$ cat src/rtl/core/rms_pkg.sv
// Shared types, widths and constants of the running mean and deviation block.
package rms_pkg;

    // Series capacity and field widths
    localparam int MAX_SAMPLES = 65536;
    localparam int SAMPLE_W    = 16;
    localparam int CNT_W       = 17;
    localparam int SUM_W       = 33;
    localparam int SUMSQ_W     = 48;
    localparam int SQ_W        = 31;
    localparam int MEAN_W      = 32;
    localparam int STDEV_W     = 32;

    // Back-end arithmetic widths
    localparam int MAG_W       = 32;
    localparam int WIDE_W      = 63;
    localparam int DVD_W       = 95;
    localparam int DVS_W       = 32;
    localparam int QUO_W       = 64;
    localparam int STEP_W      = 7;
    localparam int MEAN_STEPS  = 48;
    localparam int VAR_STEPS   = 95;
    localparam int RAD_W       = 64;
    localparam int ROOT_W      = 32;
    localparam int SQRT_STEPS  = 32;
    localparam int SQRT_CNT_W  = 6;

    // Smallest deviation reported, one LSB
    localparam logic [STDEV_W-1:0] STDEV_FLOOR = STDEV_W'(1);

    // Series record handed from the front end to the back end
    typedef struct packed {
        logic [SUM_W-1:0]   sum;
        logic [SUMSQ_W-1:0] sumsq;
        logic [CNT_W-1:0]   n;
        logic               drop;
    } rms_rec_t;

    // Queue status seen by both ends
    typedef struct packed {
        logic full;
        logic empty;
    } rms_qstat_t;

    // One finished result
    typedef struct packed {
        logic [MEAN_W-1:0]  mean;
        logic [STDEV_W-1:0] stdev;
        logic [CNT_W-1:0]   count;
        logic               overflow;
    } rms_res_t;

    // Back-end sequencer
    typedef enum logic [2:0] {
        S_IDLE,
        S_MULT,
        S_DIFF,
        S_MDIV,
        S_VDIV,
        S_SQRT,
        S_DONE
    } rms_state_t;

    // Steps of the shared multiplier
    typedef enum logic [2:0] {
        MS_NSQ0,
        MS_NSQ1,
        MS_NSQ2,
        MS_MAGSQ,
        MS_PAIR
    } rms_mstep_t;

endpackage

$ cat src/rtl/core/rms_queue.sv
// Two-entry queue of finished series records between front and back end.
module rms_queue import rms_pkg::*; (
    input  logic       aclk,
    input  logic       aresetn,
    input  logic       push,
    input  rms_rec_t   push_rec,
    input  logic       pop,
    output rms_rec_t   pop_rec,
    output rms_qstat_t qstat
);

    rms_rec_t   entry_reg [2];
    logic       wr_ptr_reg;
    logic       rd_ptr_reg;
    logic [1:0] fill_reg, fill_next;

    always_ff @(posedge aclk) begin
        if (push) begin
            entry_reg[wr_ptr_reg] <= push_rec;
        end
    end

    assign pop_rec     = entry_reg[rd_ptr_reg];
    assign qstat.full  = fill_reg == 2'd2;
    assign qstat.empty = fill_reg == 2'd0;

    always_comb begin
        case ({push, pop})
            2'b10:   fill_next = fill_reg + 2'd1;
            2'b01:   fill_next = fill_reg - 2'd1;
            default: fill_next = fill_reg;
        endcase
    end

    always_ff @(posedge aclk) begin
        if (!aresetn) begin
            wr_ptr_reg <= 1'b0;
            rd_ptr_reg <= 1'b0;
            fill_reg   <= 2'd0;
        end else begin
            if (push) begin
                wr_ptr_reg <= !wr_ptr_reg;
            end
            if (pop) begin
                rd_ptr_reg <= !rd_ptr_reg;
            end
            fill_reg <= fill_next;
        end
    end

endmodule

$ cat config.mk
export PLATFORM = sky130hd
export DESIGN_NAME = rms_queue
export DESIGN_NICKNAME = d
export VERILOG_FILES = /design/src/rtl/core/rms_pkg.sv /design/src/rtl/core/rms_queue.sv
export SDC_FILE = /design/constraint.sdc
export NUM_CORES = 1
export LEC_CHECK = 0
export BUFFER_PORTS_ARGS = -buffer_cell sky130_fd_sc_hd__buf_2
export CAP_MARGIN = 15
export CORE_UTILIZATION = 45
export DETAILED_ROUTE_END_ITERATION = 8
export PLACE_DENSITY = 0.84
export SKIP_LAST_GASP = 1
export SLEW_MARGIN = 20
export SYNTH_ARGS = -nofsm -noshare
export SYNTH_HDL_FRONTEND = slang
export SYNTH_SLANG_ARGS = --single-unit
$ cat constraint.sdc
create_clock -name aclk -period 5.3 [get_ports aclk]
set_input_delay 0.53 -clock aclk [delete_from_list [all_inputs] [get_ports aclk]]
set_output_delay 0.53 -clock aclk [all_outputs]
set_load 0.05 [all_outputs]
==> Implementation_results.wiki, run 1 <==
{| class="wikitable"
! Metric !! Value
|-
| Result of the run || complete, no violations
|-
| CP bufs+invs || 2
|-
| Fmax || 321 MHz
|-
| #FFs+latches synth || 203
|-
| Average size of a mapped cell || 22.3 um2
|-
| Die Y-Extent || 130 um
|-
| Vias in the first global route || 4085
|-
| Share of synthesized registers carrying an async set or reset || 0%
|-
| Clock tree from TritonCTS || done
|-
| Final count of negative-setup-slack endpoints || 0
|-
| Post-CTS Resized || 0
|-
| Kind of critical path || reg -> out
|-
| Latest clock arrival within the worst-skew pair || 490 ps
|-
| Number of buffers created by CTS || 21
|-
| Sum of internal, switching and leakage power || 3.75 mW
|-
| Critical-path maximum fanout || 52
|-
| Yosys warns || 0
|-
| Number of clock sinks || 203
|-
| Number of optimization iterations in the first detailed-route pass || 4
|-
| Remaining max-slew budget at the tightest pin || 53.3%
|-
| Final critical path time including I/O delays and setup || 3110 ps
|-
| Sum of negative setup slack || 0 ps
|-
| Standard-cell row count || 46
|-
| H-tree depth || 1
|-
| Max stage delay on crit path || 750 ps
|-
| Slew at the pin with the worst max-slew slack || 700 ps
|-
| Combined area of all synthesized cells || 7350 um2
|-
| DR WL met2 || 7.12 mm
|-
| Clock Pin Slew Worst Setup and Hold Paths || 60 ps
|-
| Cell breakdown of the critical path || buf_4 > mux2_2 > buf_2
|-
| Largest area contributor in the synthesized netlist || sky130_fd_sc_hd__edfxtp_1
|-
| Detailed placement HPWL || 8.91 mm
|-
| Sequential cell area fraction in the yosys report || 82.2%
|-
| Leading cell types by count after synthesis || 198 x sky130_fd_sc_hd__edfxtp_1, 99 x sky130_fd_sc_hd__mux2_2, 8 x sky130_fd_sc_hd__buf_2
|-
| Primary FF master, synth || sky130_fd_sc_hd__edfxtp_1
|-
| Number of flip-flops under the largest register name || 198
|-
| Cell with the biggest individual delay on the critical path || sky130_fd_sc_hd__dfxtp_4
|-
| Nets || 653
|-
| Total gr overflow || 0
|-
| Worst clock skew || 14.4 ps
|-
| Clock Tree Root || sky130_fd_sc_hd__clkbuf_16
|-
| Crit path required time || 4770 ps
|-
| Wire length of the first global-routing pass || 19.7 mm
|-
| EDFF count, synth || 198
|-
| CP Capture Type || output port
|-
| Pwr per Cell Area || 407 nW/um2
|-
| Critical path's top delay family || buffers and inverters
|-
| Max-cap violations || 0
|-
| Ratio of cells with drive above 1 in the final layout || 59.6%
|-
| Most instantiated library cell after synthesis || sky130_fd_sc_hd__edfxtp_1
|-
| Layout Area Growth over Synthesis || 25.1%
|-
| Largest cells by area after synthesis || sky130_fd_sc_hd__edfxtp_1 81%, sky130_fd_sc_hd__mux2_2 15%, sky130_fd_sc_hd__dfxtp_1 1.4%
|-
| Width of the die || 130 um
|-
| Number of instances in the synthesized netlist || 330
|-
| Post-synth cell types || 17
|-
| Die area || 16900 um2
|-
| Number of nets in the synthesized netlist || 434
|-
| Initial antenna violation count || 0
|-
| Post-route ant nets || 0
|-
| Worst endpoint data arrival time || 2580 ps
|-
| IO Count || 204
|-
| Buffer levels on the longest clock path || 3
|-
| Type of the tightest min-delay check || in -> reg
|-
| Routed length per instance || 17.1 um
|-
| Number of buffers added to fix hold violations after cts || 0
|-
| Pin count of the biggest net entering global routing || 53
|-
| Average vias per placed instance || 4.87
|-
| Buffer count from post-CTS setup fixing || 0
|-
| Antenna diode count || 0
|-
| Total routed wirelength || 13.3 mm
|-
| Number of hold-slack violations in the final timing report || 0
|-
| DRC errors left || 0
|-
| Total track usage || 15.2%
|-
| Worst ir drop on vdd || 0.288 mV
|-
| Final max-slew violation count || 0
|-
| Setup repair after global routing missed its margin || false
|-
| Tcrit/Tclk final || 58.7%
|-
| Top metal layer carrying routed signals || met4
|-
| Met1 Wirelength || 4.77 mm
|-
| Count of input and output buffers || 203
|-
| Final weighted congestion in routability-driven placement || 0.661
|-
| Flop2flop setup slack || 3170 ps
|-
| Vias after detailed routing || 3786
|-
| Core Box Area || 15900 um2
|-
| Starting density of the core || 46.1%
|-
| Static leakage || 3.43 nW
|-
| Met3 Routed Length || 1.09 mm
|-
| Element type at the critical path start || register
|-
| Area fraction of the dominant cell type after synthesis || 80.9%
|-
| Drt initial violations || 146
|}
[cell families (layout without fill, tap and decap cells)]
family	after synthesis	in the layout	synth area share, %
adder cells (fa/ha/maj)	1	1	0.170
XOR/XNOR	3	3	0.358
flip-flops	203	203	82.2
buffers and inverters	12	244	1.06
AND/OR/NAND/NOR	9	9	0.732
multiplexers	99	99	15.2
AO/OA/AOI/OAI	3	3	0.272
[stage by stage]
step | hold WS (ps) | std cells | worst slack, ps | cell area (um2) | util (%)
3_3_place_gp | 478 | 742 | 2680 | 8610 | 54.0
3_5_place_dp | 522 | 742 | 2630 | 8610 | 54.0
6_report | 224 | 778 | 2190 | 9200 | 57.7
5_1_grt | 212 | 778 | 2030 | 9200 | 57.7
2_1_floorplan | 466 | 330 | 1710 | 7350 | -
4_1_cts | 203 | 778 | 2100 | 9200 | 57.7
[worst reg2reg max path, delay by kind of cell, from the launching register on]
family	cells	cell delay, ps
buffers and inverters	1	740
flip-flops	1	390
AND/OR/NAND/NOR	1	580
[power by group]
group          internal, mW  total, mW  switching (mW)
Clock                 0.730       1.27           0.544
Combinational         0.167      0.581           0.415
Sequential             1.86       1.89          0.0337
Total                  2.75       3.75           0.993
[per-layer routing]
| layer | GRT usage, % | vias to the layer above |
|---|---|---|
| li1 | - | 1744 |
| met1 | 16.0 | 1864 |
| met2 | 27.9 | 148 |
| met3 | 5.08 | 30 |
| met4 | 6.29 | 0 |
| met5 | 0 | - |
[cell usage in the layout (no fill, tap or decap)]
cell,n
sky130_fd_sc_hd__buf_2,203
sky130_fd_sc_hd__edfxtp_1,198
sky130_fd_sc_hd__mux2_2,99
sky130_fd_sc_hd__clkbuf_16,21
sky130_fd_sc_hd__clkbuf_1,8
sky130_fd_sc_hd__dfxtp_1,4
sky130_fd_sc_hd__buf_4,4
sky130_fd_sc_hd__and2_1,3
sky130_fd_sc_hd__clkinv_1,3
sky130_fd_sc_hd__clkinv_2,3
sky130_fd_sc_hd__xnor2_1,2
sky130_fd_sc_hd__and2b_2,1
sky130_fd_sc_hd__nor2_1,1
sky130_fd_sc_hd__inv_1,1
sky130_fd_sc_hd__xor2_1,1
sky130_fd_sc_hd__and2_4,1
sky130_fd_sc_hd__nor2_4,1
sky130_fd_sc_hd__nor2b_1,1
sky130_fd_sc_hd__o21a_1,1
sky130_fd_sc_hd__o21ai_0,1
sky130_fd_sc_hd__or3_1,1
sky130_fd_sc_hd__a21boi_1,1
sky130_fd_sc_hd__ha_1,1
sky130_fd_sc_hd__dfxtp_4,1
sky130_fd_sc_hd__inv_6,1
[final timing paths]
path	depth (start not counted)	from	end
hold / removal	1	push_rec[66]	entry_reg[0][66]
hold reg to reg	2	fill_reg[1]	fill_reg[1]
setup / recovery	3	register	pop_rec[32]
setup reg to reg	2	wr_ptr_reg	entry_reg[1][38]
[cell type report]
type                       count  area, um2
clock inverter                 7       35.0
inverter                       1       3.75
multi-input combinational    115       1240
tap                          216        270
timing repair buffer         207       1050
sequential                   203       6050
clock buffer                  29        556
fill                        1241       6750
No activity file was read; power rests on OpenSTA's default activity.
==> inputs of run 2 (changes only) <==
PLACE_DENSITY = 0.81   (was 0.84)
clock period = 3.1 ns   (was 5.3 ns; I/O delays follow)
==> Implementation_results.wiki, run 2 (synthesis gave the netlist of run 1 again) <==
{| class="wikitable"
! Metric !! Value
|-
| Post-place setup slack || 1200 ps (was 2630 ps)
|-
| Met3 Routed Length || 957 um (was 1.09 mm)
|-
| Fmax || 416 MHz
|-
| Wire length of the first global-routing pass || 21.5 mm (was 19.7 mm)
|-
| Final max-slew violation count || 0 (unchanged)
|-
| Clock Tree Root || sky130_fd_sc_hd__clkbuf_16 (unchanged)
|-
| Hold endpoint || entry_reg[1][97] (was entry_reg[0][66])
|-
| Final count of negative-setup-slack endpoints || 0 (unchanged)
|-
| Width of the die || 130 um (unchanged)
|-
| Setup repair after global routing missed its margin || false (unchanged)
|-
| Detailed placement HPWL || 9.01 mm (was 8.91 mm)
|-
| Launch instance of the worst register-to-register path || wr_ptr_reg (unchanged)
|-
| Final design area excluding fillers || 9990 um2 (was 9200 um2)
|-
| Worst hold path depth || 1 (unchanged)
|-
| Clock tree from TritonCTS || done (unchanged)
|-
| Number of clock sinks || 203 (unchanged)
|-
| Top metal layer carrying routed signals || met4 (unchanged)
|-
| Number of hold-slack violations in the final timing report || 0 (unchanged)
|-
| Remaining max-slew budget at the tightest pin || 56.2% (was 53.3%)
|-
| H-tree depth || 1 (unchanged)
|-
| Average vias per placed instance || 4.83 (was 4.87)
|-
| Worst ir drop on vdd || 0.480 mV (was 0.288 mV)
|-
| Vias in the first global route || 4373 (was 4085)
|-
| Vias after detailed routing || 4104 (was 3786)
|-
| Type of the tightest min-delay check || in -> reg (unchanged)
|-
| Worst clock skew || 5.89 ps (was 14.4 ps)
|-
| Max-cap violations || 0 (unchanged)
|-
| Final critical path time including I/O delays and setup || 2400 ps
|-
| Total number of cells along the worst setup path || 3 (unchanged)
|-
| Total routed wirelength || 14.9 mm (was 13.3 mm)
|-
| Buffer levels on the longest clock path || 3 (unchanged)
|-
| Launch instance of the worst min-delay path || push_rec[97] (was push_rec[66])
|-
| Number of flip-flops under the largest register name || 198 (unchanged)
|-
| Number of buffers created by CTS || 21 (unchanged)
|-
| CP Capture Type || output port (unchanged)
|-
| Buffer count from post-CTS setup fixing || 0 (unchanged)
|-
| Final weighted congestion in routability-driven placement || 0.694 (was 0.661)
|-
| Hold Slack || 16.0 ps (was 224 ps)
|-
| Layout Area Growth over Synthesis || 35.9% (was 25.1%)
|-
| Endpoint of the most critical register-to-register path || entry_reg[1][10] (was entry_reg[1][38])
|-
| Nets || 722 (was 653)
|-
| Total cell area at the placement stage || 8670 um2 (was 8610 um2)
|-
| Met1 Wirelength || 5.63 mm (was 4.77 mm)
|-
| Most common cell after layout, fill and taps aside || sky130_fd_sc_hd__buf_2 (unchanged)
|-
| Crit path required time || 2790 ps (was 4770 ps)
|-
| Cell breakdown of the critical path || buf_4 > mux2_2 > buf_2 (unchanged)
|-
| Critical-path maximum fanout || 29 (was 52)
|-
| Pin count of the biggest net entering global routing || 56 (was 53)
|-
| Dpl cells || 744 (was 742)
|-
| Critical path's top delay family || flip-flops (was buffers and inverters)
|-
| Commonest cells after routing, fill and taps aside || 203 x sky130_fd_sc_hd__buf_2, 198 x sky130_fd_sc_hd__edfxtp_1, 99 x sky130_fd_sc_hd__mux2_2 (unchanged)
|-
| Result of the run || complete, no violations (unchanged)
|-
| Number of optimization iterations in the first detailed-route pass || 4 (unchanged)
|-
| DRC errors left || 0 (unchanged)
|-
| Initial antenna violation count || 0 (unchanged)
|-
| Starting density of the core || 46.1% (unchanged)
|-
| Reg2Reg Depth || 2 (unchanged)
|-
| Routed length per instance || 17.6 um (was 17.1 um)
|-
| Die area || 16900 um2 (unchanged)
|-
| Core Box Area || 15900 um2 (unchanged)
|-
| Slew at the pin with the worst max-slew slack || 656 ps (was 700 ps)
|-
| Post-route ant nets || 0 (unchanged)
|-
| Sum of negative setup slack || 0 ps (unchanged)
|-
| Flop2flop setup slack || 1350 ps (was 3170 ps)
|-
| Drt initial violations || 228 (was 146)
|-
| Max stage delay on crit path || 600 ps (was 750 ps)
|-
| Total area of multi-input combinational cells || 1240 um2 (unchanged)
|-
| Total track usage || 16.9% (was 15.2%)
|-
| Antenna diode count || 0 (unchanged)
|-
| Total gr overflow || 0 (unchanged)
|-
| Latest clock arrival within the worst-skew pair || 480 ps (was 490 ps)
|-
| Final core area utilization || 62.7% (was 57.7%)
|-
| Setup slack after layout || 698 ps (was 2190 ps)
|-
| Element type at the critical path start || register (unchanged)
|-
| Static leakage || 3.76 nW (was 3.43 nW)
|-
| Die Y-Extent || 130 um (unchanged)
|-
| Kind of critical path || reg -> out (unchanged)
|-
| Total of fill cells in the finished design || 1136 (was 1241)
|-
| Ratio of cells with drive above 1 in the final layout || 53.7% (was 59.6%)
|-
| Tcrit/Tclk final || 77.5%
|-
| Clock Pin Slew Worst Setup and Hold Paths || 60 ps (about the same)
|-
| IO Count || 204 (unchanged)
|-
| Storage cell area || 6050 um2 (unchanged)
|-
| Pwr per Cell Area || 667 nW/um2 (was 407 nW/um2)
|-
| Sum of internal, switching and leakage power || 6.66 mW (was 3.75 mW)
|-
| CP bufs+invs || 2 (unchanged)
|-
| Standard-cell row count || 46 (unchanged)
|-
| Final Non-Filler Cells || 849 (was 778)
|-
| DR WL met2 || 8.00 mm (was 7.12 mm)
|-
| Count of input and output buffers || 203 (unchanged)
|-
| Cell with the biggest individual delay on the critical path || sky130_fd_sc_hd__dfxtp_4 (unchanged)
|-
| Worst endpoint data arrival time || 2090 ps (was 2580 ps)
|}
run 2: layout make-up:
type | count | area share [%]
Clock buffer | 32 | 5.87
Clock inverter | 6 | 0.614
Inverter | 1 | 0.0376
Multi-Input combinational cell | 115 | 12.4
Sequential cell | 203 | 60.6
Tap cell | 216 | 2.71
Timing Repair Buffer | 276 | 17.8
run 2: what timing repair did:
action | CTS | global route
hold endpoints to repair | 112 | 20
setup endpoints to repair | 0 | 0
gates resized for setup | 0 | 0
hold buffers | 57 | 10
run 2: report_power, final:
group | leakage [nW] | internal, mW | switching, mW
sequential | 1.90 | 3.17 | 0.0501
combinational | 1.55 | 0.354 | 0.742
clock | 0.316 | 1.39 | 0.953
total | 3.76 | 4.92 | 1.75
run 2: worst max-delay path by stage:
| stage | endpoint |
|---|---|
| 3_3_place_gp | pop_rec[54] |
| 3_5_place_dp | pop_rec[54] |
| 5_1_grt | pop_rec[52] |
| 6_report | pop_rec[52] |
| 4_1_cts | pop_rec[54] |
| 2_1_floorplan | entry_reg[1][0] |
run 2: metal layers:
metal  global-route usage, %  vias to the layer above
met5                       0                        -
met4                    6.02                        0
met3                    4.26                       30
met2                    30.8                      173
met1                    19.2                     2009
li1                        -                     1892
