## src/rtl/core/rms_pkg.sv

```systemverilog
// Shared types, widths and constants of the running mean and deviation block.
package rms_pkg;

    // Series capacity and field widths
    localparam int MAX_SAMPLES = 65536;
    localparam int SAMPLE_W    = 16;
    localparam int CNT_W       = 17;
    localparam int SUM_W       = 33;
    localparam int SUMSQ_W     = 48;
    localparam int SQ_W        = 31;
    localparam int MEAN_W      = 32;
    localparam int STDEV_W     = 32;

    // Back-end arithmetic widths
    localparam int MAG_W       = 32;
    localparam int WIDE_W      = 63;
    localparam int DVD_W       = 95;
    localparam int DVS_W       = 32;
    localparam int QUO_W       = 64;
    localparam int STEP_W      = 7;
    localparam int MEAN_STEPS  = 48;
    localparam int VAR_STEPS   = 95;
    localparam int RAD_W       = 64;
    localparam int ROOT_W      = 32;
    localparam int SQRT_STEPS  = 32;
    localparam int SQRT_CNT_W  = 6;

    // Smallest deviation reported, one LSB
    localparam logic [STDEV_W-1:0] STDEV_FLOOR = STDEV_W'(1);

    // Series record handed from the front end to the back end
    typedef struct packed {
        logic [SUM_W-1:0]   sum;
        logic [SUMSQ_W-1:0] sumsq;
        logic [CNT_W-1:0]   n;
        logic               drop;
    } rms_rec_t;

    // Queue status seen by both ends
    typedef struct packed {
        logic full;
        logic empty;
    } rms_qstat_t;

    // One finished result
    typedef struct packed {
        logic [MEAN_W-1:0]  mean;
        logic [STDEV_W-1:0] stdev;
        logic [CNT_W-1:0]   count;
        logic               overflow;
    } rms_res_t;

    // Back-end sequencer
    typedef enum logic [2:0] {
        S_IDLE,
        S_MULT,
        S_DIFF,
        S_MDIV,
        S_VDIV,
        S_SQRT,
        S_DONE
    } rms_state_t;

    // Steps of the shared multiplier
    typedef enum logic [2:0] {
        MS_NSQ0,
        MS_NSQ1,
        MS_NSQ2,
        MS_MAGSQ,
        MS_PAIR
    } rms_mstep_t;

endpackage

```

## src/rtl/core/rms_div.sv

```systemverilog
// Restoring divider, one quotient bit per cycle, dividend left aligned.
module rms_div import rms_pkg::*; (
    input  logic              aclk,
    input  logic              aresetn,
    input  logic              start,
    input  logic [DVD_W-1:0]  dividend,
    input  logic [DVS_W-1:0]  divisor,
    input  logic [STEP_W-1:0] steps,
    output logic              done,
    output logic [QUO_W-1:0]  quo,
    output logic [DVS_W-1:0]  rem
);

    logic              busy_reg;
    logic              done_reg;
    logic [STEP_W-1:0] cnt_reg;
    logic [DVD_W-1:0]  dvd_reg;
    logic [DVS_W-1:0]  dvs_reg;
    logic [DVS_W-1:0]  rem_reg, rem_next;
    logic [QUO_W-1:0]  quo_reg;

    logic [DVS_W:0] trial;
    logic [DVS_W:0] diff;
    logic           qbit;

    assign trial = {rem_reg, dvd_reg[DVD_W-1]};
    assign diff  = trial - {1'b0, dvs_reg};
    assign qbit  = trial >= {1'b0, dvs_reg};

    always_comb begin
        if (qbit) begin
            rem_next = diff[DVS_W-1:0];
        end else begin
            rem_next = trial[DVS_W-1:0];
        end
    end

    always_ff @(posedge aclk) begin
        if (!aresetn) begin
            busy_reg <= 1'b0;
            done_reg <= 1'b0;
            cnt_reg  <= '0;
        end else begin
            done_reg <= 1'b0;
            if (start) begin
                busy_reg <= 1'b1;
                cnt_reg  <= steps;
            end else if (busy_reg) begin
                cnt_reg <= cnt_reg - STEP_W'(1);
                if (cnt_reg == STEP_W'(1)) begin
                    busy_reg <= 1'b0;
                    done_reg <= 1'b1;
                end
            end
        end
    end

    always_ff @(posedge aclk) begin
        if (start) begin
            dvd_reg <= dividend;
            dvs_reg <= divisor;
            rem_reg <= '0;
            quo_reg <= '0;
        end else if (busy_reg) begin
            dvd_reg <= {dvd_reg[DVD_W-2:0], 1'b0};
            rem_reg <= rem_next;
            quo_reg <= {quo_reg[QUO_W-2:0], qbit};
        end
    end

    assign done = done_reg;
    assign quo  = quo_reg;
    assign rem  = rem_reg;

endmodule

```

## src/rtl/core/rms_sqrt.sv

```systemverilog
// Integer square root, one result bit per cycle.
module rms_sqrt import rms_pkg::*; (
    input  logic              aclk,
    input  logic              aresetn,
    input  logic              start,
    input  logic [RAD_W-1:0]  radicand,
    output logic              done,
    output logic [ROOT_W-1:0] root
);

    logic                  busy_reg;
    logic                  done_reg;
    logic [SQRT_CNT_W-1:0] cnt_reg;
    logic [RAD_W-1:0]      rad_reg;
    logic [ROOT_W:0]       rem_reg, rem_next;
    logic [ROOT_W-1:0]     root_reg;

    logic [ROOT_W+2:0] part;
    logic [ROOT_W+2:0] trial;
    logic [ROOT_W+2:0] diff;
    logic              rbit;

    // bring down two radicand bits, try root*4+1
    assign part  = {rem_reg, rad_reg[RAD_W-1:RAD_W-2]};
    assign trial = {1'b0, root_reg, 2'b01};
    assign diff  = part - trial;
    assign rbit  = part >= trial;

    always_comb begin
        if (rbit) begin
            rem_next = diff[ROOT_W:0];
        end else begin
            rem_next = part[ROOT_W:0];
        end
    end

    always_ff @(posedge aclk) begin
        if (!aresetn) begin
            busy_reg <= 1'b0;
            done_reg <= 1'b0;
            cnt_reg  <= '0;
        end else begin
            done_reg <= 1'b0;
            if (start) begin
                busy_reg <= 1'b1;
                cnt_reg  <= SQRT_CNT_W'(SQRT_STEPS);
            end else if (busy_reg) begin
                cnt_reg <= cnt_reg - SQRT_CNT_W'(1);
                if (cnt_reg == SQRT_CNT_W'(1)) begin
                    busy_reg <= 1'b0;
                    done_reg <= 1'b1;
                end
            end
        end
    end

    always_ff @(posedge aclk) begin
        if (start) begin
            rad_reg  <= radicand;
            rem_reg  <= '0;
            root_reg <= '0;
        end else if (busy_reg) begin
            rad_reg  <= {rad_reg[RAD_W-3:0], 2'b00};
            rem_reg  <= rem_next;
            root_reg <= {root_reg[ROOT_W-2:0], rbit};
        end
    end

    assign done = done_reg;
    assign root = root_reg;

endmodule

```

## src/rtl/core/rms_back.sv

```systemverilog
// Back end: turn one series record into mean and deviation, hold the result.
module rms_back import rms_pkg::*; (
    input  logic       aclk,
    input  logic       aresetn,
    input  rms_qstat_t qstat,
    input  rms_rec_t   pop_rec,
    output logic       pop,
    output logic       out_valid,
    input  logic       out_ready,
    output rms_res_t   out_res
);

    rms_state_t state_reg, state_next;
    rms_mstep_t mstep_reg;

    logic                 neg_reg;
    logic [MAG_W-1:0]     mag_reg;
    logic [SUMSQ_W-1:0]   sumsq_reg;
    logic [CNT_W-1:0]     n_reg;
    logic                 drop_reg;
    logic [WIDE_W-1:0]    nsq_reg;
    logic [WIDE_W-1:0]    magsq_reg;
    logic [DVS_W-1:0]     m_reg;
    logic [WIDE_W-1:0]    d_reg;
    logic                 trivial_reg;
    logic [MEAN_W-1:0]    mean_reg;
    logic [STDEV_W-1:0]   stdev_reg;
    logic                 out_valid_reg;
    rms_res_t             out_res_reg;

    logic [SUM_W-1:0]     sum_neg;
    logic [MAG_W-1:0]     mul_a;
    logic [MAG_W-1:0]     mul_b;
    logic [2*MAG_W-1:0]   prod;
    logic                 out_free;
    logic                 out_load;
    logic                 div_start;
    logic [DVD_W-1:0]     div_dividend;
    logic [DVS_W-1:0]     div_divisor;
    logic [STEP_W-1:0]    div_steps;
    logic                 div_done;
    logic [QUO_W-1:0]     div_quo;
    logic [DVS_W-1:0]     div_rem;
    logic                 sqrt_start;
    logic                 sqrt_done;
    logic [ROOT_W-1:0]    sqrt_root;
    logic [MEAN_STEPS-1:0] ceil_q;
    logic [MEAN_STEPS-1:0] neg_q;

    assign sum_neg  = ~pop_rec.sum + SUM_W'(1);
    assign out_free = !out_valid_reg || out_ready;
    // round the magnitude up for a negative sum, then negate
    assign ceil_q   = div_quo[MEAN_STEPS-1:0] + MEAN_STEPS'(div_rem != '0);
    assign neg_q    = ~ceil_q + MEAN_STEPS'(1);

    // one shared multiplier, operands by step
    always_comb begin
        case (mstep_reg)
            MS_NSQ0: begin
                mul_a = MAG_W'(n_reg);
                mul_b = MAG_W'(sumsq_reg[15:0]);
            end
            MS_NSQ1: begin
                mul_a = MAG_W'(n_reg);
                mul_b = MAG_W'(sumsq_reg[31:16]);
            end
            MS_NSQ2: begin
                mul_a = MAG_W'(n_reg);
                mul_b = MAG_W'(sumsq_reg[47:32]);
            end
            MS_MAGSQ: begin
                mul_a = mag_reg;
                mul_b = mag_reg;
            end
            MS_PAIR: begin
                mul_a = MAG_W'(n_reg);
                mul_b = MAG_W'(n_reg - CNT_W'(1));
            end
            default: begin
                mul_a = '0;
                mul_b = '0;
            end
        endcase
    end

    assign prod = mul_a * mul_b;

    always_comb begin
        state_next = state_reg;
        case (state_reg)
            S_IDLE: begin
                if (!qstat.empty) begin
                    state_next = S_MULT;
                end
            end
            S_MULT: begin
                if (mstep_reg == MS_PAIR) begin
                    state_next = S_DIFF;
                end
            end
            S_DIFF: state_next = S_MDIV;
            S_MDIV: begin
                if (div_done) begin
                    state_next = trivial_reg ? S_DONE : S_VDIV;
                end
            end
            S_VDIV: begin
                if (div_done) begin
                    state_next = S_SQRT;
                end
            end
            S_SQRT: begin
                if (sqrt_done) begin
                    state_next = S_DONE;
                end
            end
            S_DONE: begin
                if (out_free) begin
                    state_next = S_IDLE;
                end
            end
            default: state_next = S_IDLE;
        endcase
    end

    always_comb begin
        pop          = 1'b0;
        div_start    = 1'b0;
        div_dividend = {d_reg, 32'b0};
        div_divisor  = m_reg;
        div_steps    = STEP_W'(VAR_STEPS);
        sqrt_start   = 1'b0;
        out_load     = 1'b0;
        case (state_reg)
            S_IDLE: pop = !qstat.empty;
            S_DIFF: begin
                div_start    = 1'b1;
                div_dividend = {mag_reg, 16'b0, 47'b0};
                div_divisor  = DVS_W'(n_reg);
                div_steps    = STEP_W'(MEAN_STEPS);
            end
            S_MDIV: div_start = div_done && !trivial_reg;
            S_VDIV: sqrt_start = div_done;
            S_DONE: out_load = out_free;
            default: ;
        endcase
    end

    always_ff @(posedge aclk) begin
        if (!aresetn) begin
            state_reg <= S_IDLE;
        end else begin
            state_reg <= state_next;
        end
    end

    always_ff @(posedge aclk) begin
        case (state_reg)
            S_IDLE: begin
                if (pop) begin
                    neg_reg   <= pop_rec.sum[SUM_W-1];
                    mag_reg   <= pop_rec.sum[SUM_W-1] ? sum_neg[MAG_W-1:0]
                                                      : pop_rec.sum[MAG_W-1:0];
                    sumsq_reg <= pop_rec.sumsq;
                    n_reg     <= pop_rec.n;
                    drop_reg  <= pop_rec.drop;
                    mstep_reg <= MS_NSQ0;
                end
            end
            S_MULT: begin
                case (mstep_reg)
                    MS_NSQ0: begin
                        nsq_reg   <= prod[WIDE_W-1:0];
                        mstep_reg <= MS_NSQ1;
                    end
                    MS_NSQ1: begin
                        nsq_reg   <= nsq_reg + {prod[WIDE_W-17:0], 16'b0};
                        mstep_reg <= MS_NSQ2;
                    end
                    MS_NSQ2: begin
                        nsq_reg   <= nsq_reg + {prod[WIDE_W-33:0], 32'b0};
                        mstep_reg <= MS_MAGSQ;
                    end
                    MS_MAGSQ: begin
                        magsq_reg <= prod[WIDE_W-1:0];
                        mstep_reg <= MS_PAIR;
                    end
                    MS_PAIR: m_reg <= prod[DVS_W-1:0];
                    default: mstep_reg <= MS_NSQ0;
                endcase
            end
            S_DIFF: begin
                trivial_reg <= (n_reg < CNT_W'(2)) || (nsq_reg <= magsq_reg);
                d_reg       <= nsq_reg - magsq_reg;
            end
            S_MDIV: begin
                if (div_done) begin
                    mean_reg <= neg_reg ? neg_q[MEAN_W-1:0] : div_quo[MEAN_W-1:0];
                    if (trivial_reg) begin
                        stdev_reg <= STDEV_FLOOR;
                    end
                end
            end
            S_SQRT: begin
                if (sqrt_done) begin
                    stdev_reg <= (sqrt_root == '0) ? STDEV_FLOOR : sqrt_root;
                end
            end
            default: ;
        endcase
    end

    always_ff @(posedge aclk) begin
        if (!aresetn) begin
            out_valid_reg <= 1'b0;
        end else if (out_load) begin
            out_valid_reg <= 1'b1;
        end else if (out_ready) begin
            out_valid_reg <= 1'b0;
        end
    end

    always_ff @(posedge aclk) begin
        if (out_load) begin
            out_res_reg.mean     <= mean_reg;
            out_res_reg.stdev    <= stdev_reg;
            out_res_reg.count    <= n_reg;
            out_res_reg.overflow <= drop_reg;
        end
    end

    assign out_valid = out_valid_reg;
    assign out_res   = out_res_reg;

    rms_div u_div (
        .aclk     (aclk),
        .aresetn  (aresetn),
        .start    (div_start),
        .dividend (div_dividend),
        .divisor  (div_divisor),
        .steps    (div_steps),
        .done     (div_done),
        .quo      (div_quo),
        .rem      (div_rem)
    );

    rms_sqrt u_sqrt (
        .aclk     (aclk),
        .aresetn  (aresetn),
        .start    (sqrt_start),
        .radicand (div_quo),
        .done     (sqrt_done),
        .root     (sqrt_root)
    );

endmodule

```

## config.mk

```make
export PLATFORM = sky130hd
export DESIGN_NAME = rms_back
export DESIGN_NICKNAME = d
export VERILOG_FILES = /design/src/rtl/core/rms_pkg.sv /design/src/rtl/core/rms_div.sv /design/src/rtl/core/rms_sqrt.sv /design/src/rtl/core/rms_back.sv
export SDC_FILE = /design/constraint.sdc
export NUM_CORES = 2
export LEC_CHECK = 0
export BUFFER_PORTS_ARGS = -buffer_cell sky130_fd_sc_hd__clkbuf_2
export CORE_MARGIN = 10
export CORE_UTILIZATION = 59
export CTS_CLUSTER_DIAMETER = 40
export CTS_CLUSTER_SIZE = 14
export DETAILED_ROUTE_END_ITERATION = 10
export PLACE_DENSITY = 0.76
export SYNTH_ARGS = -nofsm -noshare
export SYNTH_HDL_FRONTEND = slang
export SYNTH_SLANG_ARGS = --single-unit
```

## constraint.sdc

```tcl
create_clock -name aclk -period 25.5 [get_ports aclk]
set_input_delay 0 -clock aclk [delete_from_list [all_inputs] [get_ports aclk]]
set_output_delay 0 -clock aclk [all_outputs]
set_load 0.01 [all_outputs]
```

==> metrics <==
outcome finished clean; WS Path Type flip-flop to flip-flop; Final HPWL DP 174 mm; Layout area overhead 11.0%; Clock transition at path regs 0.07 ns; Distinct cells, synth 105; Worst path max stage delay 0.89 ns; # hold bufs at CTS 188; GPL Wtd Cong 0.980; Initial DRT Pass Iterations 9; Synth Register Bits 811; Yosys top cell area share 25.0%; EDFF count, synth 629; die footprint 143000 sq um; initial antenna violation count 17; FP Rows 131; area leader, netlist edfxtp_1; WL final 235 mm; max-cap viol count 0; H-tree depth 3; most frequent CP cell fa_1; via count 60.0k; Slew HR 3.26%; synthesized area per cell 9.53 sq um; core area 128000 sq um; Initial Util 59.3%; most frequent cells in the layout 1271 x inv_1, 1076 x nand2_1, 899 x fa_1, 726 x nor2_1, 629 x edfxtp_1; crit path max fanout 25; most common cell after layout, fill and taps aside inv_1; clock root buffer clkbuf_16; Max Freq 0.0712 GHz; I/O pin count 188; syn nets 9411; Fin Setup TNS 0 ns; Die Span Y 378 um; max FFs per register 82; worst min-delay path category primary input to flip-flop; hold path startpoint pop_rec[54]; CP startpoint n_reg[11]; number of remaining DRC errors 0; drt via density 6.03; Worst EP arrival 14.50 ns; fraction of layout cells with a size suffix above 1 7.37%; Post-synth top flop edfxtp_1; clk sink count 811; largest net degree at the start of global routing 106; port buffer count 186; crit start category flip-flop; GR Util met1 41.9%; first-pass GRT wire length 357 mm; met3 Use GR 8.32%; post-CTS setup buffer count 0; top post-synthesis cells by area edfxtp_1 25%, fa_1 24%, ha_1 7.8%, inv_1 6.3%, nand2_1 5.3%; Non-Filler Cell Area, Final 83900 sq um; Horiz. Die Dim 378 um; Final Max Slew Viols 0; Worst Max-Slew Pin Slew 1.45 ns; Iteration-0 DRC Markers 6517; final hold viol count 0; fin crit share 55.1%; CP max-delay cell or3_1; CP endpoint kind flip-flop; Syn Inst Count 7935; CP Data Required Time 25.95 ns; Post-synth ARST share 0%; CTS Buffer Depth 3; Setup Skew 0.0570 ns; RSZ-0062 raised after global routing no; Worst R2R Start n_reg[11]; Total Nets Final 9666; later-pin clock latency in the skew report 0.72 ns; CTS resizes 0; vias in the first global route 60.3k; post-route ant nets 0; CTS tree built; total CTS buffers 102; DR WL/cell 23.7 um; setup violators final 0; min cycle time layout 14.04 ns; global route hottest layer met2; Cell Area, Synth 75600 sq um; GR Util met2 50.8%; yosys warns 0; gr usage total 32.7%; sequential cell area fraction in the yosys report 29.8%; Post-DP Area 78500 sq um; r2r setup slk 11.46 ns; GR Overflow Total 0
==> logic make-up after synthesis <==
kind of cell / after synthesis / share of synthesized area, %
AOI/OAI and AO/OA: 1241 / 10.9
muxes: 131 / 1.74
buffers and inverters: 1647 / 8.25
and+or+nand+nor: 2393 / 13.8
xor gates and xnor gates: 340 / 3.94
adders and majority gates: 1372 / 31.6
DFF: 811 / 29.8
==> critical path, delay by kind of cell, from the launching register on <==
kind	cells	cell delay, ns
simple gates	11	4.13
fa+ha+maj	10	4.87
xor+xnor	1	0.46
flops	1	0.65
buf+inv	7	0.91
compound gates	14	2.70
==> cell type report <==
| cell class | instances | area (sq um) |
|---|---|---|
| Multi-Input combinational cell | 5477 | 47100 |
| Fill cell | 9995 | 43600 |
| Sequential cell | 811 | 22500 |
| Inverter | 1277 | 4800 |
| Timing Repair Buffer | 521 | 3920 |
| Clock buffer | 126 | 2790 |
| Tap cell | 1662 | 2080 |
| Clock inverter | 66 | 723 |
| Antenna cell | 7 | 17.5 |
==> path summary, 6_finish.rpt <==
kind / depth (start not counted) / end
min: 2 / sumsq_reg[36]
max reg2reg: 43 / nsq_reg[60]
max: 43 / nsq_reg[60]
min reg2reg: 0 / out_res[57]
==> cell usage after synthesis, types with 15 or more instances <==
library cell	count
a21oi_1	310
o31ai_1	27
a211o_1	17
and3_1	37
clkbuf_1	322
mux2i_1	126
a211oi_1	55
nand3_1	70
a22o_1	27
a22oi_1	78
o21ai_0	250
xor2_1	105
a31oi_1	41
or2_2	21
nor4_1	64
or3_1	32
a21o_1	144
buf_1	25
nand2_1	1077
nand4_1	63
and2_1	59
nor3_1	71
inv_1	1272
fa_1	899
nand2b_1	59
o21a_1	55
edfxtp_1	629
ha_1	473
o21bai_1	26
a221oi_1	18
dfxtp_1	182
o211ai_1	31
nor2_1	733
xnor2_1	235
buf_2	15
nor2b_1	49
==> metrics by stage <==
stage / worst slack (ns) / util, % / std cells / hold WS (ns)
finish: 11.46 / 65.8 / 9947 / 0.0711
global route: 11.12 / 65.8 / 9941 / 0.0373
CTS: 11.66 / 65.8 / 9940 / 0.00378
detailed placement: 11.71 / 61.6 / 9560 / 0.179
global placement: 11.79 / 61.6 / 9560 / 0.177
floorplan: 14.34 / - / 7935 / 0.0989
==> routing by layer <==
layer  wire [um]  vias up
li1            -    26543
met1       87600    29340
met2      104000     3270
met3       27600      855
met4       16000       18
met5         115        -
Power is left out: the tool's default activity adds up to more than one toggle a clock period on the data nets, which glitch-free logic cannot reach.
