## config.mk

```make
export PLATFORM = sky130hd
export DESIGN_NAME = rms_front
export DESIGN_NICKNAME = d
export VERILOG_FILES = /design/src/rtl/core/rms_pkg.sv /design/src/rtl/core/rms_front.sv
export SDC_FILE = /design/constraint.sdc
export NUM_CORES = 1
export LEC_CHECK = 0
export BUFFER_PORTS_ARGS = -buffer_cell sky130_fd_sc_hd__buf_4
export CAP_MARGIN = 10
export CORE_ASPECT_RATIO = 1.5
export CORE_UTILIZATION = 58
export CTS_BUF_LIST = sky130_fd_sc_hd__clkbuf_2
export DETAILED_ROUTE_END_ITERATION = 8
export HOLD_SLACK_MARGIN = 0.1
export PLACE_DENSITY = 0.9
export SLEW_MARGIN = 30
export SYNTH_ARGS = -nofsm -noshare
export SYNTH_HDL_FRONTEND = slang
export SYNTH_SLANG_ARGS = --single-unit
export TNS_END_PERCENT = 100
```

## constraint.sdc

```tcl
create_clock -name aclk -period 8.49 [get_ports aclk]
set_clock_uncertainty 0.1 [all_clocks]
set_input_delay 2.1225 -clock aclk [delete_from_list [all_inputs] [get_ports aclk]]
set_output_delay 2.1225 -clock aclk [all_outputs]
set_load 0.02 [all_outputs]
```

## src/rtl/core/rms_pkg.sv

```systemverilog
// Shared types, widths and constants of the running mean and deviation block.
package rms_pkg;

    // Series capacity and field widths
    localparam int MAX_SAMPLES = 65536;
    localparam int SAMPLE_W    = 16;
    localparam int CNT_W       = 17;
    localparam int SUM_W       = 33;
    localparam int SUMSQ_W     = 48;
    localparam int SQ_W        = 31;
    localparam int MEAN_W      = 32;
    localparam int STDEV_W     = 32;

    // Back-end arithmetic widths
    localparam int MAG_W       = 32;
    localparam int WIDE_W      = 63;
    localparam int DVD_W       = 95;
    localparam int DVS_W       = 32;
    localparam int QUO_W       = 64;
    localparam int STEP_W      = 7;
    localparam int MEAN_STEPS  = 48;
    localparam int VAR_STEPS   = 95;
    localparam int RAD_W       = 64;
    localparam int ROOT_W      = 32;
    localparam int SQRT_STEPS  = 32;
    localparam int SQRT_CNT_W  = 6;

    // Smallest deviation reported, one LSB
    localparam logic [STDEV_W-1:0] STDEV_FLOOR = STDEV_W'(1);

    // Series record handed from the front end to the back end
    typedef struct packed {
        logic [SUM_W-1:0]   sum;
        logic [SUMSQ_W-1:0] sumsq;
        logic [CNT_W-1:0]   n;
        logic               drop;
    } rms_rec_t;

    // Queue status seen by both ends
    typedef struct packed {
        logic full;
        logic empty;
    } rms_qstat_t;

    // One finished result
    typedef struct packed {
        logic [MEAN_W-1:0]  mean;
        logic [STDEV_W-1:0] stdev;
        logic [CNT_W-1:0]   count;
        logic               overflow;
    } rms_res_t;

    // Back-end sequencer
    typedef enum logic [2:0] {
        S_IDLE,
        S_MULT,
        S_DIFF,
        S_MDIV,
        S_VDIV,
        S_SQRT,
        S_DONE
    } rms_state_t;

    // Steps of the shared multiplier
    typedef enum logic [2:0] {
        MS_NSQ0,
        MS_NSQ1,
        MS_NSQ2,
        MS_MAGSQ,
        MS_PAIR
    } rms_mstep_t;

endpackage

```

## src/rtl/core/rms_front.sv

```systemverilog
// Front end: take samples, square them and accumulate count, sum and sum of squares.
module rms_front import rms_pkg::*; (
    input  logic                       aclk,
    input  logic                       aresetn,
    input  logic                       s_valid,
    output logic                       s_ready,
    input  logic signed [SAMPLE_W-1:0] s_sample,
    input  logic                       s_last,
    output logic                       push,
    output rms_rec_t                   push_rec,
    input  rms_qstat_t                 qstat
);

    logic                       st1_valid_reg;
    logic                       st1_last_reg;
    logic signed [SAMPLE_W-1:0] st1_val_reg;
    logic [SQ_W-1:0]            st1_sq_reg;

    logic [CNT_W-1:0]   cnt_reg,   cnt_next;
    logic [SUM_W-1:0]   sum_reg,   sum_next;
    logic [SUMSQ_W-1:0] sumsq_reg, sumsq_next;
    logic               drop_reg,  drop_next;

    logic signed [2*SAMPLE_W-1:0] sq_full;
    logic                         stall;
    logic                         s_fire;
    logic                         st1_fire;
    logic                         take;

    assign sq_full  = s_sample * s_sample;
    // hold the marked item while no queue slot is free
    assign stall    = st1_valid_reg && st1_last_reg && qstat.full;
    assign s_ready  = !stall;
    assign s_fire   = s_valid && s_ready;
    assign st1_fire = st1_valid_reg && !stall;
    assign take     = cnt_reg < CNT_W'(MAX_SAMPLES);

    always_ff @(posedge aclk) begin
        if (!aresetn) begin
            st1_valid_reg <= 1'b0;
        end else if (s_ready) begin
            st1_valid_reg <= s_valid;
        end
    end

    always_ff @(posedge aclk) begin
        if (s_fire) begin
            st1_last_reg <= s_last;
            st1_val_reg  <= s_sample;
            st1_sq_reg   <= sq_full[SQ_W-1:0];
        end
    end

    always_comb begin
        cnt_next   = cnt_reg;
        sum_next   = sum_reg;
        sumsq_next = sumsq_reg;
        drop_next  = drop_reg;
        push       = 1'b0;
        if (st1_fire) begin
            if (take) begin
                cnt_next   = cnt_reg + CNT_W'(1);
                sum_next   = sum_reg + {{(SUM_W-SAMPLE_W){st1_val_reg[SAMPLE_W-1]}}, st1_val_reg};
                sumsq_next = sumsq_reg + {{(SUMSQ_W-SQ_W){1'b0}}, st1_sq_reg};
            end else begin
                drop_next = 1'b1;
            end
        end
        push_rec.sum   = sum_next;
        push_rec.sumsq = sumsq_next;
        push_rec.n     = cnt_next;
        push_rec.drop  = drop_next;
        if (st1_fire && st1_last_reg) begin
            // hand the series over and start afresh
            push       = 1'b1;
            cnt_next   = '0;
            sum_next   = '0;
            sumsq_next = '0;
            drop_next  = 1'b0;
        end
    end

    always_ff @(posedge aclk) begin
        if (!aresetn) begin
            cnt_reg   <= '0;
            sum_reg   <= '0;
            sumsq_reg <= '0;
            drop_reg  <= 1'b0;
        end else begin
            cnt_reg   <= cnt_next;
            sum_reg   <= sum_next;
            sumsq_reg <= sumsq_next;
            drop_reg  <= drop_next;
        end
    end

endmodule

```

==> run summary, run 1 <==
The tools report the via count of the first global-routing pass as 15980. Timing would allow up to 0.1291 GHz. Number of hold-slack violations in the final timing report: 0.

Number of violations reported at the end of detailed-routing iteration 0: 1012. Buffers added to address setup during post-CTS repair amount to 0. Once detailed placement completed, the half-perimeter wirelength came to 35720 um. The initial antenna violation count came out at 1.

Classification of the worst setup path: primary input to flip-flop. The largest individual stage delay along the critical path comes from the cell sky130_fd_sc_hd__fa_1. The die covers 31530 um2.

Yosys printed 0 warnings. In this run, post-CTS repair resized a total of 0 instances. For the final count of pins violating max slew, the log shows 0.

The tools report the number of failing setup endpoints in the final timing report as 0. The register with the most flip-flops in the layout has 48 of them. The share of the Yosys chip area taken by registers is 18.93%.

The tools report the max-slew headroom at the worst pin as 44.21%. The final routed wire length divided by cell count is 17.61 um. After detailed routing, the number of remaining DRC violations is 0. Of the cells placed in the final design, the portion with a size suffix greater than 1 is 9.846%. After layout, the minimum clock period comes to 7.747 ns. In this design, the stage delay of the slowest critical-path cell is 0.54 ns. The final-layout fill cell count was 2342; the remaining global-route overflow was 0. The tools report the count of antenna-violating nets left after detailed routing as 0.

The clock transition at the register clock pins on the worst setup and hold paths after CTS was 0.21 ns. The worst setup path is launched from a primary input. The first global-routing pass estimated 74780 um of wire.

Summed instance area of the synthesized netlist: 17870 um2. Traced cell by cell, the critical path runs through buf_4, nand2_1, inv_1, fa_1, inv_1, fa_1, fa_1, fa_1, inv_1, fa_1, inv_1, fa_1, inv_1, ha_1, nand2_1, a21oi_1, a21oi_1, buf_4, o41a_1, o31ai_1, o41ai_1, buf_4, a211oi_1. The worst setup path is captured at a flip-flop. Cell type with the highest occurrence count on the critical path: sky130_fd_sc_hd__fa_1. The average instance in the mapped netlist occupies 8.789 um2.

For the pin with the worst max-slew slack, the measured transition is 0.8369 ns. The logs give 78 for the number of cell rows and 2033 for the post-synthesis cell count. The count of flip-flops with a built-in enable after synthesis is 46, and the net count reported at finish is 2534. The clock net sink count came out at 146. The first TritonRoute pass finished after 5 iterations.

Summed over all layers, the routed wires come to 44800 um. The tools report the area taken by flip-flops and latches as 3383 um2. Setup repair after global routing left no endpoint under its margin. The tool flagged a number of max-cap violations equal to 0. The global-route usage over all layers is 29.88%, and the effective utilization at floorplan is 59.06%.

At the end of routability-driven placement, the weighted congestion stood at 0.9521. The critical path data arrival time came out at 8.27 ns. The clock passes through at most 2 buffers. The die is 217.0 um tall. The area growth from synthesis to layout is 8.704%. The data required time of the critical path was 9.01 ns. Hold repair after CTS inserted 0 buffers. In the routed layout, each cell is associated on average with a via count of 5.802. For the placeable core area, the log shows 30250 um2. The type of the most critical hold path was flip-flop to flip-flop. Of all nets on the critical path, the largest fanout is 9.

The flow ran to the end, and the final reports show no timing, DRC or antenna violations. The number of buffers inserted by port buffering works out to 121. The floorplan step set the die width to 145.3 um. The tools report the root buffer cell as sky130_fd_sc_hd__clkbuf_2.

In the final layout, the multi-input gates occupy 12860 um2. The worst path uses 91.25% of the clock period. The dominant register cell in the synthesized netlist was sky130_fd_sc_hd__dfxtp_1. Adding up every negative setup slack in the final design gives 0 ns.

The detailed router placed 14760 vias in this run. During I/O placement, the number of pins put on the boundary was 123. The distinct cell type count after synthesis was 71; the total nets after synthesis was 2437. The clock reaches the later pin of the worst-skew pair after 0.82 ns.

The synthesis-stage register bit count is 146, and the H-tree level count is 4. Entering global routing, the biggest net connects 67 pins. The total CTS buffers is 17. TritonCTS built the clock tree. For this run, asynchronously set or reset flops after synthesis account for 0%.
synthesized netlist by cell type, drive strengths merged, types with 6 or more instances:
cell type  instances  area (um2)
nor3              20       100.1
fa               231        4624
a21o              44       330.3
a21boi             7       52.55
o21ai             58       290.3
and3              31       193.9
or2               12       75.08
edfxtp            46        1381
nor2b             13       81.33
xor2              33       289.0
nand3             36       180.2
mux2i             14       140.1
a31oi             16       100.1
nand3b             8       60.06
clkbuf            58       217.7
a211oi             8       60.06
nand2            227       852.1
o211ai             8       60.06
dfxtp            100        2002
mux2              12       135.1
o21bai            13       97.59
xnor2             83       727.0
nand4             21       137.6
ha               151        1889
o21a              15       112.6
and2             104       650.6
o31ai              6       45.04
a21oi            113       569.3
a211o              6       52.55
inv              376        1411
nor2              83       311.6
nand2b            10       62.56
cells by family (layout without fill, tap and decap cells):
logic type,Yosys count,after routing,share of synthesized area (%)
AOI/OAI and AO/OA,332,332,11.83
and+or+nand+nor,592,592,16.31
DFF,146,146,18.93
muxes,26,26,1.540
other,0,1,0
xor gates and xnor gates,116,116,5.686
adders and majority gates,382,382,36.45
buffers and inverters,439,549,9.243
layout make-up:
| type | instances | share of cell area, % |
|---|---|---|
| Antenna cell | 1 | 0.01288 |
| Clock buffer | 20 | 0.5153 |
| Clock inverter | 12 | 0.5669 |
| Inverter | 376 | 7.266 |
| Multi-Input combinational cell | 1448 | 66.19 |
| Sequential cell | 146 | 17.42 |
| Tap cell | 400 | 2.577 |
| Timing Repair Buffer | 141 | 5.450 |
cells in the final DEF (no fill, tap or decap), drive strengths merged, types with 16 or more instances in the layout:
cell / netlist / final
and3: 31 / 31
nand3: 36 / 36
a21oi: 113 / 113
inv: 376 / 378
clkbuf: 58 / 20
nand2: 227 / 227
xnor2: 83 / 83
and2: 104 / 104
buf: 5 / 141
nor3: 20 / 20
fa: 231 / 231
a21o: 44 / 44
edfxtp: 46 / 46
o21ai: 58 / 58
nand4: 21 / 21
xor2: 33 / 33
ha: 151 / 151
dfxtp: 100 / 100
a31oi: 16 / 16
nor2: 83 / 83
per-layer routing:
layer / vias up / wire length (um) / global-route usage, %
li1: 6773 / - / -
met1: 7138 / 15510 / 30.50
met5: - / 0 / 0
met2: 596 / 23220 / 54.28
met3: 253 / 2385 / 4.444
met4: 0 / 3675 / 24.18
critical path, delay by kind of cell:
kind,cells,cell delay (ns)
adder cells (fa/ha/maj),7,3.47
buffers and inverters,8,0.80
AND/OR/NAND/NOR,2,0.19
AO/OA/AOI/OAI,6,1.65
path summary, 6_finish.rpt:
check	start	endpoint	slack, ns	cells after the start
setup / recovery	s_sample[3]	st1_sq_reg[30]	0.74	23
hold / removal	sum_reg[26]	sum_reg[26]	0.40	2
setup reg to reg	st1_val_reg[15]	sum_reg[32]	4.68	9
hold reg to reg	sum_reg[26]	sum_reg[26]	0.40	2
per-stage QoR:
stage	worst slack [ns]	util, %	instances	instance area [um2]	hold slack (ns)
final	0.7426	64.20	2544	19420	0.4012
after global routing	0.5257	64.20	2544	19420	0.4259
after CTS	0.8796	64.19	2543	19420	0.3969
after detailed placement	0.01466	63.50	2511	19210	0.3731
after global placement	0.1395	63.47	2511	19200	0.3670
after floorplan	0.3474	-	2033	17870	0.3578
Power of run 1 is left out: the tool's default activity adds up to more than one toggle a clock period on the data nets, which glitch-free logic cannot reach.
==> run 2: changes to the inputs <==
--- a/config.mk
+++ b/config.mk
@@ -8,11 +8,11 @@
 export BUFFER_PORTS_ARGS = -buffer_cell sky130_fd_sc_hd__buf_4
 export CAP_MARGIN = 10
 export CORE_ASPECT_RATIO = 1.5
-export CORE_UTILIZATION = 58
+export CORE_UTILIZATION = 40
 export CTS_BUF_LIST = sky130_fd_sc_hd__clkbuf_2
 export DETAILED_ROUTE_END_ITERATION = 8
 export HOLD_SLACK_MARGIN = 0.1
-export PLACE_DENSITY = 0.9
+export PLACE_DENSITY = 0.69
 export SLEW_MARGIN = 30
 export SYNTH_ARGS = -nofsm -noshare
 export SYNTH_HDL_FRONTEND = slang
==> run 2 against run 1 <==
Worst setup slack worse by 0.12 ns; final cell count rose by 7.3%; flip-flop and latch count stayed put; utilization down 19 points; first-iteration DRC count fell by 23%; critical path depth stayed put; hold slack worse by 0.0013 ns; non-clock buffer count grew 9.
==> run summary, run 2 (synthesis gave the netlist of run 1 again) <==
The worst setup margin is 0.6271 ns (-0.1155 ns), and the final design utilization is 44.99% (-19 points). For the final-layout fill cell count, the log shows 4264 (+82%). Via count of the first global-routing pass: 15388 (-3.7%).

The number of gates resized after cts is 0 (unchanged). For the area of the multi-input gates, the log shows 12860 um2 (about the same). TritonCTS built the clock tree. The final period demand of the worst path is 7.863 ns (+0.1155 ns).

Cell family with the largest share of critical-path delay: adder cells. Classification of the worst setup path: primary input to flip-flop. The H-tree level count was 4 (unchanged); the share of the clock period used by the worst path after layout was 92.61% (+1.4 points).

Number of violations reported at the end of detailed-routing iteration 0: 783 (-23%). The number of cell rows was 94 (+21%). The logs give 40.62% (-18 points) for the effective utilization at floorplan and 0 (unchanged) for the count of maximum capacitance violations. Final estimated routing congestion in global placement: 0.9215 (-3.2%). Flip-flop count of the largest register after layout: 48 (unchanged). The min-delay analysis places its worst path in the category flip-flop to flip-flop. The actual transition at the worst max-transition pin was 0.9146 ns (+0.07765 ns). The run finished with clean final reports. The biggest cell delay along the critical path came out at 0.58 ns (+0.04 ns). The startpoint of the tightest hold check path was sum_reg[26]. The data required time of the critical path was 9.01 ns (about the same).

The largest individual stage delay along the critical path comes from the cell sky130_fd_sc_hd__o31ai_1. The overall die width is 174.6 um (+20%), and the clock transition at the register clock pins on the worst setup and hold paths after CTS is 0.23 ns (+0.02 ns). The tree is rooted in a sky130_fd_sc_hd__clkbuf_2. The post-placement worst setup slack is -0.05559 ns (-0.07025 ns). The final routed wire length divided by cell count came out at 16.41 um (-6.8%).

The tools report the largest net degree at the start of global routing as 67 (unchanged). Setup repair after global routing left no endpoint under its margin. The height of the die came out at 260.9 um (+20%). The tools report the count of antenna-violating nets left after detailed routing as 0 (unchanged).

The tools report the net count reported at finish as 2543 (+0.36%). The run gives 38.38% (-5.8 points) as the max-slew headroom at the worst pin. The tools report the final count of pins violating max slew as 0 (unchanged).

The run gives 14307 (-3.1%) as the total vias in the final route. Counting stages on the worst path, the most repeated cell is sky130_fd_sc_hd__fa_1. The remaining global-route overflow was 0 (unchanged). The layout-stage area growth over the synthesis result came out at 10.74%. The wire length reported by the detailed router came out at 44770 um (about the same).

The global-route usage over all layers came out at 20.67% (-9.2 points). STA classifies the critical path startpoint as a primary input. Tracing the worst setup path back leads to its startpoint at s_sample[3].

The number of buffer and inverter stages on the critical path came out at 8 (unchanged). The share of cells above drive strength 1 is 10.22% (+0.38 points). Leaving out fill and tap cells, the most frequent cell in the layout is sky130_fd_sc_hd__inv_1. The clock net sink count is 146 (unchanged), and the number of buffers inserted by hold repair at cts is 0 (unchanged). For the global-route wire length before repair, the log shows 74690 um (-0.13%).

The signal on the critical path passes through buf_4, nand2_1, inv_1, fa_1, inv_1, fa_1, fa_1, fa_1, inv_1, fa_1, inv_1, fa_1, inv_1, ha_1, nand2_1, a21oi_1, a21oi_1, buf_4, o41a_1, o31ai_1, o41ai_1, buf_4, a211oi_1. The startpoint identified for the worst register-to-register timing path is st1_sq_reg[13]. The setup fix buffers added after clock tree synthesis was 0 (unchanged); the initial antenna violation count was 1 (unchanged).

The number of hold-slack violations in the final timing report came out at 0 (unchanged). Highest clock frequency the design can meet: 0.1272 GHz (-1.5%). Die area: 45540 um2 (+44%). The run gives 43990 um2 (+45%) as the placeable core area. The later-pin clock latency in the skew report was 0.85 ns (+0.03 ns). The tools report the category of the worst setup path capture point as a flip-flop. The number of DRC violations after detailed routing came out at 0 (unchanged). The maximum clock path buffer count is 2 (unchanged). Top-level port count: 123 (unchanged). For the total half-perimeter wirelength after legalization and detailed placement, the log shows 36430 um (+2.0%). Number of iterations in the first detailed-routing pass: 5 (unchanged). The total CTS buffers was 17 (unchanged).

Leaving out fill and tap cells, the most frequent cells in the layout are sky130_fd_sc_hd__inv_1 (376), sky130_fd_sc_hd__fa_1 (231), sky130_fd_sc_hd__nand2_1 (226), sky130_fd_sc_hd__ha_1 (151), sky130_fd_sc_hd__buf_4 (149). The critical path data arrival time is 8.39 ns (+0.12 ns), and the detailed-route vias per instance is 5.243 (-9.6%). The area taken by flip-flops and latches is 3383 um2 (unchanged), and the highest fanout seen on the critical path is 7 (-2).

The tools report the number of failing setup endpoints in the final timing report as 0 (unchanged). The number of buffers inserted by port buffering is 121 (unchanged).
## run 2: per-stage QoR
step           instances  setup TNS (ns)  hold WS (ns)  instance area, um2
2_1_floorplan       2033               0        0.3578               17870
3_3_place_gp        2696               0        0.3694               19510
3_5_place_dp        2696        -0.05559        0.3768               19510
4_1_cts             2728               0        0.4040               19780
5_1_grt             2729               0        0.4282               19790
6_report            2729               0        0.3998               19790
## run 2: layout make-up
cell class	count	area share, %
Tap cell	576	3.642
Sequential cell	146	17.10
Clock buffer	17	0.4300
Timing Repair Buffer	150	5.754
Inverter	376	7.132
Clock inverter	15	0.9169
Antenna cell	1	0.01265
Multi-Input combinational cell	1448	65.01
## run 2: worst register-to-register path, stage by stage, from the launching register on
cell,delay (ns)
sky130_fd_sc_hd__edfxtp_1,0.43
sky130_fd_sc_hd__ha_1,0.46
sky130_fd_sc_hd__nand2_1,0.14
sky130_fd_sc_hd__o21ai_0,0.74
sky130_fd_sc_hd__a211oi_1,0.23
sky130_fd_sc_hd__nor3_1,0.57
sky130_fd_sc_hd__o2111ai_1,0.44
sky130_fd_sc_hd__a21oi_1,0.32
sky130_fd_sc_hd__xor2_1,0.25
sky130_fd_sc_hd__and2_1,0.16
## run 2: path summary, 6_finish.rpt
check,cells past startpoint,end,slack (ns)
min,2,sum_reg[26],0.40
max,23,st1_sq_reg[30],0.63
max reg2reg,9,sumsq_reg[34],4.64
min reg2reg,2,sum_reg[26],0.40
## run 2: layer usage
layer / track usage (%) / part of all wire (%)
met1: 21.41 / 38
met2: 39.73 / 54
met3: 2.753 / 3.5
met4: 11.50 / 4.9
met5: 0 / 0
Power of run 2 is left out for the same reason.
==> run 3: changes to the inputs <==
--- a/config.mk
+++ b/config.mk
@@ -8,11 +8,12 @@
 export BUFFER_PORTS_ARGS = -buffer_cell sky130_fd_sc_hd__buf_4
 export CAP_MARGIN = 10
 export CORE_ASPECT_RATIO = 1.5
-export CORE_UTILIZATION = 40
+export CORE_UTILIZATION = 58
 export CTS_BUF_LIST = sky130_fd_sc_hd__clkbuf_2
 export DETAILED_ROUTE_END_ITERATION = 8
 export HOLD_SLACK_MARGIN = 0.1
-export PLACE_DENSITY = 0.69
+export PLACE_DENSITY = 0.8
+export REMOVE_ABC_BUFFERS = 1
 export SLEW_MARGIN = 30
 export SYNTH_ARGS = -nofsm -noshare
 export SYNTH_HDL_FRONTEND = slang
==> run 3 against run 2 <==
Worst setup slack improved by 0.23 ns; sequential share of layout area rose by 0.35 points; cell area fell by 2.0%; critical endpoint unchanged.
==> run summary, run 3 (synthesis gave the netlist of run 1 again) <==
The maximum clock path buffer count is 2 (unchanged), and the largest net degree at the start of global routing is 69 (+3.0%). The global-route wire length before repair is 69580 um (-6.8%). The tools report the endpoint of the worst hold-timing path as sum_reg[12]. The worst register-to-register path ends at sum_reg[30]. The number of buffer and inverter stages on the critical path is 9 (+1), and the area of the multi-input gates is 12860 um2 (about the same).

The tools report the number of gates resized after cts as 0 (unchanged). The remaining global-route overflow is 0 (unchanged). The tools report the sort of element at the start of the critical path as a primary input.

For the number of buffers inserted by hold repair at cts, the log shows 0 (unchanged). The number of buffers inserted by port buffering is 121 (unchanged), and the critical path data arrival time is 8.16 ns (-0.23 ns). The wire length reported by the detailed router came out at 41830 um (-6.6%). The top-level port count is 123 (unchanged), and the total half-perimeter wirelength after legalization and detailed placement is 33540 um (-7.9%). The tools report the total non-filler cell area in the finished layout as 19390 um2 (-2.0%). Setup repair after global routing left no endpoint under its margin. The flow ran to the end, and the final reports show no timing, DRC or antenna violations.

The number of iterations in the first detailed-routing pass is 8 (+3). For this design, the slowest cell found on the critical path is sky130_fd_sc_hd__fa_1. The final period demand of the worst path is 7.636 ns (-0.2264 ns), and the overall die width is 145.3 um (-17%). The tools report the cell area after placement as 19150 um2 (-1.8%). Count of maximum capacitance violations: 0 (unchanged). The final routed wire length divided by cell count works out to 16.49 um (+0.54%). The final design utilization was 64.08% (+19 points); the data required time of the critical path was 9.01 ns (about the same).

The count of antenna-violating nets left after detailed routing was 0 (unchanged); the effective utilization at floorplan was 59.06% (+18 points). In the layout the commonest cells are sky130_fd_sc_hd__inv_1 (376), sky130_fd_sc_hd__fa_1 (231), sky130_fd_sc_hd__nand2_1 (226), sky130_fd_sc_hd__ha_1 (151), sky130_fd_sc_hd__buf_4 (133). The tools report the total vias in the final route as 14259 (-0.34%). The cell type with the highest occurrence count on the critical path is sky130_fd_sc_hd__inv_1. TritonCTS built the clock tree.

The instance count along the most critical hold path came out at 2 (unchanged). The net count reported at finish was 2526 (-0.67%); the die area was 31530 um2 (-31%). The type of the most critical hold path was flip-flop to flip-flop.

The number of DRC violations after detailed routing was 0 (unchanged). The category of the worst setup path capture point was a flip-flop. The startpoint of the worst-slack reg-to-reg timing path was st1_val_reg[15]. The highest fanout seen on the critical path is 19 (+12). For the number of hold-slack violations in the final timing report, the log shows 0 (unchanged). The share of cells above drive strength 1 is 9.415% (-0.81 points).

The final estimated routing congestion in global placement is 0.9277 (+0.67%). Compared with the post-synthesis result, the final layout area differs by 8.494%. The actual transition at the worst max-transition pin came out at 0.8053 ns (-0.1093 ns). The biggest cell delay along the critical path works out to 0.54 ns (-0.04 ns). The area taken by flip-flops and latches came out at 3383 um2 (unchanged). The later-pin clock latency in the skew report was 0.80 ns (-0.05 ns).

The tools report the setup fix buffers added after clock tree synthesis as 0 (unchanged). The number of violations reported at the end of detailed-routing iteration 0 was 767 (-2.0%). The clock transition at the register clock pins on the worst setup and hold paths after CTS came out at 0.20 ns (-0.03 ns). The worst hold path begins at sum_reg[12]. The cell sitting at the root of the clock tree is a sky130_fd_sc_hd__clkbuf_2. The via count of the first global-routing pass was 14986 (-2.6%); the max-slew headroom at the worst pin was 45.63% (+7.2 points). The number of cell rows was 78 (-17%); the worst setup slack for register-to-register paths was 4.77 ns (+0.13 ns). The height of the die came out at 217.0 um (-17%). Among cell families on the critical path, the largest total delay comes from adder cells.

The placeable core area is 30250 um2 (-31%). The critical path is of the primary input to flip-flop type. The count of cells along the worst register-to-register path came out at 9 (unchanged). The library cell used most frequently in the layout, excluding fill and tap cells, is sky130_fd_sc_hd__inv_1. The detailed-route vias per instance works out to 5.623 (+7.2%).

The flip-flop count of the largest register after layout was 48 (unchanged); the highest clock frequency the design can meet was 0.1310 GHz (+3.0%). For the sum of negative setup slack, the log shows 0 ns (unchanged). The clock net sink count is 146 (unchanged). The global-route usage over all layers was 27.67% (+7.0 points); the H-tree level count was 4 (unchanged). Final-layout fill cell count: 2515 (-41%). The share of the clock period used by the worst path after layout is 89.95% (-2.7 points), and the initial antenna violation count is 1 (unchanged). The number of failing setup endpoints in the final timing report came out at 0 (unchanged). Final count of pins violating max slew: 0 (unchanged). The total CTS buffers came out at 17 (unchanged).
==> run 3: cell count changes in the layout (fill, tap and decap cells not counted), sizes merged <==
cell / previous run / this run
inv: 387 / 380
clkinvlp: 0 / 1
buf: 150 / 133
clkbuf: 17 / 20
clkinv: 2 / 5
==> run 3: layer usage <==
| metal | global-route usage, % | part of all wire, % | up-vias |
|---|---|---|---|
| met5 | 0 | 0 | - |
| met4 | 15.96 | 5.3 | 0 |
| met3 | 3.354 | 3.8 | 134 |
| met2 | 53.21 | 54 | 425 |
| met1 | 28.73 | 37 | 6950 |
| li1 | - | - | 6750 |
==> run 3: worst min-delay path: stages, from the launching register on <==
cell and delay [ns]:
sky130_fd_sc_hd__dfxtp_1 0.35, sky130_fd_sc_hd__nand2_1 0.07, sky130_fd_sc_hd__a21oi_1 0.06
==> run 3: how the worst max path moves through the flow <==
stage	from	endpoint	slack, ns	cells past startpoint
floorplan	s_sample[15]	st1_sq_reg[30]	0.69	18
global placement	s_sample[2]	st1_sq_reg[30]	0.23	20
detailed placement	s_sample[6]	st1_sq_reg[30]	0.04	25
CTS	s_sample[6]	st1_sq_reg[30]	0.92	25
global route	s_sample[6]	st1_sq_reg[30]	0.65	25
finish	s_sample[6]	st1_sq_reg[30]	0.85	25
==> run 3: through the flow <==
step | hold WS (ns) | setup slack [ns] | instances
after CTS | 0.4013 | 0.9221 | 2535
final | 0.3977 | 0.8536 | 2536
after detailed placement | 0.3765 | 0.04384 | 2503
after floorplan | 0.3578 | 0.6856 | 1970
after global routing | 0.4237 | 0.6543 | 2536
after global placement | 0.3676 | 0.2340 | 2503
==> run 3: cell type report <==
cell class | instances | area share (%)
diodes | 1 | 0.01291
clock buffers | 20 | 0.5163
clock inverters | 12 | 0.6777
inverters | 376 | 7.280
multi-input cells | 1448 | 66.33
flip-flops and latches | 146 | 17.45
well taps | 400 | 2.582
repair buffers | 133 | 5.150
Power of run 3 is left out for the same reason.
